$ cat config.mk
export PLATFORM = sky130hd
export DESIGN_NAME = zip_header_name_extractor
export DESIGN_NICKNAME = d
export VERILOG_FILES = /design/src/rtl/zhne_pkg.sv /design/src/rtl/zhne_core.sv /design/src/rtl/zhne_out_buf.sv /design/src/rtl/zip_header_name_extractor.sv
export SDC_FILE = /design/constraint.sdc
export NUM_CORES = 1
export LEC_CHECK = 0
export ABC_CLOCK_PERIOD_IN_PS = 7700
export BUFFER_PORTS_ARGS = -buffer_cell sky130_fd_sc_hd__clkbuf_2
export CAP_MARGIN = 10
export CORE_MARGIN = 3
export CORE_UTILIZATION = 50
export DETAILED_ROUTE_END_ITERATION = 8
export MAX_ROUTING_LAYER = met4
export PLACE_DENSITY = 0.67
export SKIP_CTS_REPAIR_TIMING = 1
export SYNTH_ARGS = -nofsm -noshare
export SYNTH_HDL_FRONTEND = slang
export SYNTH_HIERARCHICAL = 1
export SYNTH_SLANG_ARGS = --single-unit
$ cat constraint.sdc
create_clock -name clk -period 7.7 [get_ports clk]
set_input_delay 1.155 -clock clk [delete_from_list [all_inputs] [get_ports clk]]
set_output_delay 1.155 -clock clk [all_outputs]
set_load 0.05 [all_outputs]
$ cat src/rtl/zhne_pkg.sv
// Package for the ZIP local header name extractor.
// Holds the channel item types, phase and result kind codes, and header constants.
// No dependencies.
package zhne_pkg;

	localparam logic [31:0] SIG_WORD       = 32'h504B0304;
	localparam logic [4:0]  POS_LEN_LOW    = 5'd23;
	localparam logic [4:0]  POS_LEN_HIGH   = 5'd24;
	localparam logic [4:0]  POS_NAME_START = 5'd27;
	localparam int          SHOWN_WIDTH    = 32;

	typedef enum logic [1:0] {
		PH_SCAN   = 2'd0,
		PH_HEADER = 2'd1,
		PH_NAME   = 2'd2
	} phase_t;

	typedef enum logic [1:0] {
		KIND_NAME    = 2'd0,
		KIND_EMPTY   = 2'd1,
		KIND_SUMMARY = 2'd2
	} kind_t;

	typedef struct packed {
		logic [7:0] data_byte;
		logic       end_marker;
	} src_item_t;

	typedef struct packed {
		kind_t       kind;
		logic [7:0]  name_byte;
		logic        last_of_name;
		logic [31:0] record_count;
		logic        found_any;
		logic        truncated;
	} res_item_t;

	typedef struct packed {
		logic scanning;
		logic count_zero;
	} core_status_t;

endpackage

$ cat src/rtl/zhne_core.sv
// Scanner state and per-item step logic of the ZIP local header name extractor.
// Holds the byte window, phase, header position, name length and record counter.
// Depends on zhne_pkg.
module zhne_core
	import zhne_pkg::*;
#(
	parameter int COUNT_WIDTH = 32
) (
	input  logic         clk,
	input  logic         arst_n,
	input  src_item_t    item,
	input  logic         fire,
	output logic         has_result,
	output res_item_t    result,
	output core_status_t status
);

	localparam int SHOW_W = (COUNT_WIDTH < SHOWN_WIDTH) ? COUNT_WIDTH : SHOWN_WIDTH;

	logic [31:0]            window_q, window_n;
	phase_t                 phase_q, phase_n;
	logic [4:0]             pos_q, pos_n;
	logic [7:0]             len_low_q, len_low_n;
	logic [15:0]            remain_q, remain_n;
	logic [COUNT_WIDTH-1:0] count_q, count_n, count_bumped;

	assign count_bumped = (&count_q) ? count_q : count_q + COUNT_WIDTH'(1);

	always_comb begin
		window_n   = {window_q[23:0], item.data_byte};
		phase_n    = phase_q;
		pos_n      = pos_q;
		len_low_n  = len_low_q;
		remain_n   = remain_q;
		count_n    = count_q;
		has_result = 1'b0;
		result     = '{kind: KIND_NAME, name_byte: 8'd0, last_of_name: 1'b0,
		               record_count: 32'd0, found_any: 1'b0, truncated: 1'b0};

		if (item.end_marker) begin
			has_result          = 1'b1;
			result.kind         = KIND_SUMMARY;
			result.record_count = 32'(count_q[SHOW_W-1:0]);
			result.found_any    = (count_q != '0);
			result.truncated    = (phase_q == PH_HEADER) || (phase_q == PH_NAME);
			window_n            = 32'd0;
			phase_n             = PH_SCAN;
			pos_n               = 5'd0;
			len_low_n           = 8'd0;
			remain_n            = 16'd0;
			count_n             = '0;
		end else begin
			case (phase_q)
				PH_HEADER: begin
					pos_n = pos_q + 5'd1;
					if (pos_n == POS_LEN_LOW) begin
						len_low_n = item.data_byte;
					end else if (pos_n == POS_LEN_HIGH) begin
						remain_n = {item.data_byte, len_low_q};
					end else if (pos_n == POS_NAME_START - 5'd1) begin
						if (remain_q == 16'd0) begin
							// Zero-length name: report an empty record in place of name bytes.
							count_n             = count_bumped;
							phase_n             = PH_SCAN;
							pos_n               = 5'd0;
							has_result          = 1'b1;
							result.kind         = KIND_EMPTY;
							result.last_of_name = 1'b1;
							result.record_count = 32'(count_bumped[SHOW_W-1:0]);
						end else begin
							phase_n = PH_NAME;
						end
					end
				end
				PH_NAME: begin
					remain_n            = remain_q - 16'd1;
					has_result          = 1'b1;
					result.kind         = KIND_NAME;
					result.name_byte    = item.data_byte;
					result.last_of_name = (remain_n == 16'd0);
					result.record_count = 32'(count_q[SHOW_W-1:0]);
					if (remain_n == 16'd0) begin
						count_n             = count_bumped;
						phase_n             = PH_SCAN;
						pos_n               = 5'd0;
						result.record_count = 32'(count_bumped[SHOW_W-1:0]);
					end
				end
				default: begin
					// The unused phase code behaves as scanning.
					phase_n = PH_SCAN;
					if (window_n == SIG_WORD) begin
						phase_n = PH_HEADER;
						pos_n   = 5'd0;
					end
				end
			endcase
		end
	end

	always_ff @(posedge clk or negedge arst_n) begin
		if (!arst_n) begin
			window_q  <= 32'd0;
			phase_q   <= PH_SCAN;
			pos_q     <= 5'd0;
			len_low_q <= 8'd0;
			remain_q  <= 16'd0;
			count_q   <= '0;
		end else if (fire) begin
			window_q  <= window_n;
			phase_q   <= phase_n;
			pos_q     <= pos_n;
			len_low_q <= len_low_n;
			remain_q  <= remain_n;
			count_q   <= count_n;
		end
	end

	assign status.scanning   = (phase_q == PH_SCAN);
	assign status.count_zero = (count_q == '0);

endmodule

$ cat src/rtl/zhne_out_buf.sv
// Result register of the ZIP local header name extractor.
// Holds one result item until the consumer takes it.
// Depends on zhne_pkg.
module zhne_out_buf
	import zhne_pkg::*;
(
	input  logic      clk,
	input  logic      arst_n,
	input  logic      load,
	input  res_item_t load_item,
	output logic      free,
	output logic      res_valid,
	input  logic      res_ready,
	output res_item_t res_data
);

	logic      valid_q;
	res_item_t data_q;

	assign free      = !valid_q || res_ready;
	assign res_valid = valid_q;
	assign res_data  = data_q;

	always_ff @(posedge clk or negedge arst_n) begin
		if (!arst_n) begin
			valid_q <= 1'b0;
		end else if (load) begin
			valid_q <= 1'b1;
		end else if (res_ready) begin
			valid_q <= 1'b0;
		end
	end

	always_ff @(posedge clk) begin
		if (load) begin
			data_q <= load_item;
		end
	end

endmodule

$ cat src/rtl/zip_header_name_extractor.sv
// Scans a byte stream for ZIP local file headers and emits each file name byte by byte, an
// empty-name record for a zero-length name, and a summary on an end-of-stream item. One item
// is taken per clock cycle unless the input stalls; an item is held in the input register,
// and its result is loaded into the result register when the held item moves on. The input
// stalls only while the result register is full, not taken, and the held item has a result.
// Depends on zhne_pkg, zhne_core and zhne_out_buf.
module zip_header_name_extractor
	import zhne_pkg::*;
#(
	parameter int COUNT_WIDTH = 32
) (
	input  logic      clk,
	input  logic      arst_n,
	input  logic      src_valid,
	output logic      src_ready,
	input  src_item_t src_data,
	output logic      res_valid,
	input  logic      res_ready,
	output res_item_t res_data
);

	logic         valid_s1;
	src_item_t    item_s1;
	logic         has_result;
	res_item_t    result;
	core_status_t status;
	logic         out_free;
	logic         advance;

	// The held item moves on when its result (if any) has a place to go.
	assign advance   = valid_s1 && (!has_result || out_free);
	assign src_ready = !valid_s1 || advance;

	always_ff @(posedge clk or negedge arst_n) begin
		if (!arst_n) begin
			valid_s1 <= 1'b0;
		end else if (src_ready) begin
			valid_s1 <= src_valid;
		end
	end

	always_ff @(posedge clk) begin
		if (src_ready && src_valid) begin
			item_s1 <= src_data;
		end
	end

	zhne_core #(
		.COUNT_WIDTH(COUNT_WIDTH)
	) u_core (
		.clk       (clk),
		.arst_n    (arst_n),
		.item      (item_s1),
		.fire      (advance),
		.has_result(has_result),
		.result    (result),
		.status    (status)
	);

	zhne_out_buf u_out_buf (
		.clk      (clk),
		.arst_n   (arst_n),
		.load     (advance && has_result),
		.load_item(result),
		.free     (out_free),
		.res_valid(res_valid),
		.res_ready(res_ready),
		.res_data (res_data)
	);

`ifndef ASSERT_OFF
	a_end_clears: assert property (@(posedge clk) disable iff (!arst_n)
		advance && item_s1.end_marker |=> status.scanning && status.count_zero)
		else $error("state not cleared after end of stream");

	a_stall_needs_item: assert property (@(posedge clk) disable iff (!arst_n)
		!src_ready |-> valid_s1 && has_result && res_valid && !res_ready)
		else $error("input stalled without a blocked result");

	a_summary_kind: assert property (@(posedge clk) disable iff (!arst_n)
		advance && item_s1.end_marker |=> res_valid && res_data.kind == KIND_SUMMARY)
		else $error("end of stream did not produce a summary");
`endif

endmodule

==> metrics <==
Num CTS Buffers 17; final core occ around 58%; skew final approximately 10 ps; Post-synth EDFFs 54; Detailed Route Iter0 Violations 665; Peak Freq 177 MHz; first-pass GRT wire length ~34000 um; GRT Overall Usage 24.6%; pin count of the biggest net entering global routing 70; reg2reg setup slack a little over 2000 ps; Final Hold Fails 0; Worst path max stage delay ~800 ps; CP delay by family, top simple AND/OR/NAND/NOR gates; Crit Path Max Fanout 45; FP Rows 45; Die Width ~130 um; H-tree levels 4; number of buffers and inverters on the critical path 4; placed cells a little over 1000; Pre-Repair DR Iteration Count 5; clock latency on the worst-skew pair about 430 ps; Pint 1.45 mW; syn_nets about 810; number of global-route vias before repair about 6500; Crit Path Class reg -> reg; sequential power share between 40 and 50%; Starting Density between 50% and 60%; top-count cell post-synth dfrtp_1; Clock Power Share between 40% and 50%; asr flop ratio synth ~62%; crit path time final ~5600 ps; Final nets ~840; top cells by area, synth dfrtp_1 28%, edfxtp_1 20%, o31ai_1 4.4%; worst hold-check path type reg -> reg; Switching Power 0.591 mW; Vias about 6700; Power Density 228 nW/um^2; Max Root-Sink Buffers 2; CTS tree done; actual slew at the worst max-slew pin approximately 1100 ps; Synth Register Bits ~140; Slew Limit Fails 0; dominant cell type by area after synthesis dfrtp_1; Finished Layout Cells just over 1000; Sw Ratio about 29%; Required @ worst endpoint around 8100 ps; vias per std cell 6.46; Ant. Diodes 0; DRC Markers 0; top post-synthesis cells by count 89 x dfrtp_1, 68 x nand2_1, 54 x edfxtp_1; total grt overflow 0; maximum vdd drop about 0.00016 V; CP max-delay cell nand3_1; Crit. End Element flop; Setup TNS Final 0 ps; cells along the critical path inv_1 -> ha_1 -> nor3b_2 -> nand2_1 -> nor4_2 -> and3_1 -> o21a_1 -> nor2_1 -> inv_2 -> a21boi_4 -> buf_4 -> inv_1 -> nor2_1 -> a32o_1 -> nand3_1 -> or4_1 -> nand3_1; Avg Cell Area, Syn slightly above 10 sq um; Placeable Area approximately 15000 sq um; share of the synthesized area in the top cell type 27.9%; io pins 60; ys flop type dfrtp_1; hpwl dp 13900 um; RSZ-0062 raised after global routing no; clk sinks approximately 140; leakage between 3 and 4 nW; routed wire length between 20000 and 25000 um; Clock Root Buffer clkbuf_16; CP Launch Type flop; CP arrival 5990 ps; initial antenna violation count 0; share of layout cells above drive strength 1 19.2%; gpl congestion 0.908; die area approximately 18000 sq um; Clock transition at path regs about 60 ps; synth warn 6; total of max-cap violations 0; synth unique cells a little under 90; setup violators final 0; area delta synth->final 12.1%; fin crit share between 70% and 80%; detailed-route wire length per cell 19.8 um; Die H 132 um; status completed; post-synthesis sequential area ratio 48.2%; Routed Antenna Nets 0; Slew HR ~24%; Synth Instances roughly 790; PortBufs approximately 60; synthesized area approximately 8000 sq um; Comb power frac 14.3%
stage by stage:
| stage | setup slack [ps] | cell area, sq um | hold slack [ps] | power [mW] |
|---|---|---|---|---|
| after global placement | 2490 | 8350 | 462 | 1.19 |
| after CTS | 2200 | 8960 | 481 | 2.06 |
| final | 2060 | 8960 | 479 | 2.05 |
| after detailed placement | 2270 | 8350 | 468 | 1.20 |
| after floorplan | 3870 | 7990 | 449 | 1.12 |
| after global routing | 1680 | 8960 | 513 | 2.13 |
cell type report:
type	count	area (sq um)
Clock buffer	18	429
Clock inverter	14	181
Fill cell	1327	6470
Inverter	27	101
Multi-Input combinational cell	558	3770
Sequential cell	143	3850
Tap cell	211	264
Timing Repair Buffer	67	358
state kept, by name (all words and copies together), names as in the netlist, 2 cells and up:
name / cells
u_core/pos_q: 5
u_core/window_q: 24
u_core/phase_q: 2
u_core/count_q: 32
u_core/remain_q: 16
u_out_buf/res_data: 45
u_core/len_low_q: 8
item_s1: 9
path summary, 6_finish.rpt:
check                                    start             endpoint  cells past startpoint
max reg2reg                 u_core/remain_q[0]   u_core/count_q[24]                     17
max in group asynchronous               arst_n   u_core/remain_q[8]                      2
min in group asynchronous               arst_n   u_core/count_q[10]                      1
max                         u_core/remain_q[0]   u_core/count_q[24]                     17
min                        u_core/window_q[16]  u_core/window_q[16]                      2
min reg2reg                u_core/window_q[16]  u_core/window_q[16]                      2
power by group through the flow:
stage	logic, mW	clock network, mW	registers (mW)
after detailed placement	0.291	0	0.911
after global routing	0.318	0.904	0.905
after global placement	0.285	0	0.908
final	0.293	0.855	0.897
after floorplan	0.185	0	0.935
after CTS	0.293	0.867	0.896
worst min-delay path, stage by stage (launching register included):
cell and delay [ps]:
dfrtp_1 340, nand2_1 50, o31ai_1 50
cells in the final DEF, fill, tap and decap left out, drive strengths merged, types with 19 or more instances in the layout:
cell type / count
dfrtp: 89
o21ai: 32
o211ai: 21
and3: 19
edfxtp: 54
nor3: 25
a21oi: 21
nor2: 36
inv: 31
clkbuf: 76
nand3: 36
nor2b: 23
nand2: 68
o311ai: 24
nor4: 24
o31ai: 48
per-layer routing:
layer  wire length, um  part of all wire (%)  GRT usage (%)
met5                 0                     0              -
met4               641                   3.1           10.2
met3              1180                   5.8           5.50
met2             10100                    49           38.8
met1              8560                    42           30.7
logic make-up after synthesis:
group,count (synthesis),synth area share (%)
flip-flops,143,48.2
adder cells (fa/ha/maj),11,1.72
buffers and inverters,88,4.71
XOR/XNOR,4,0.439
AND/OR/NAND/NOR,303,21.7
multiplexers,20,2.76
AO/OA/AOI/OAI,220,20.5
Power figures use the tool's default switching activity.
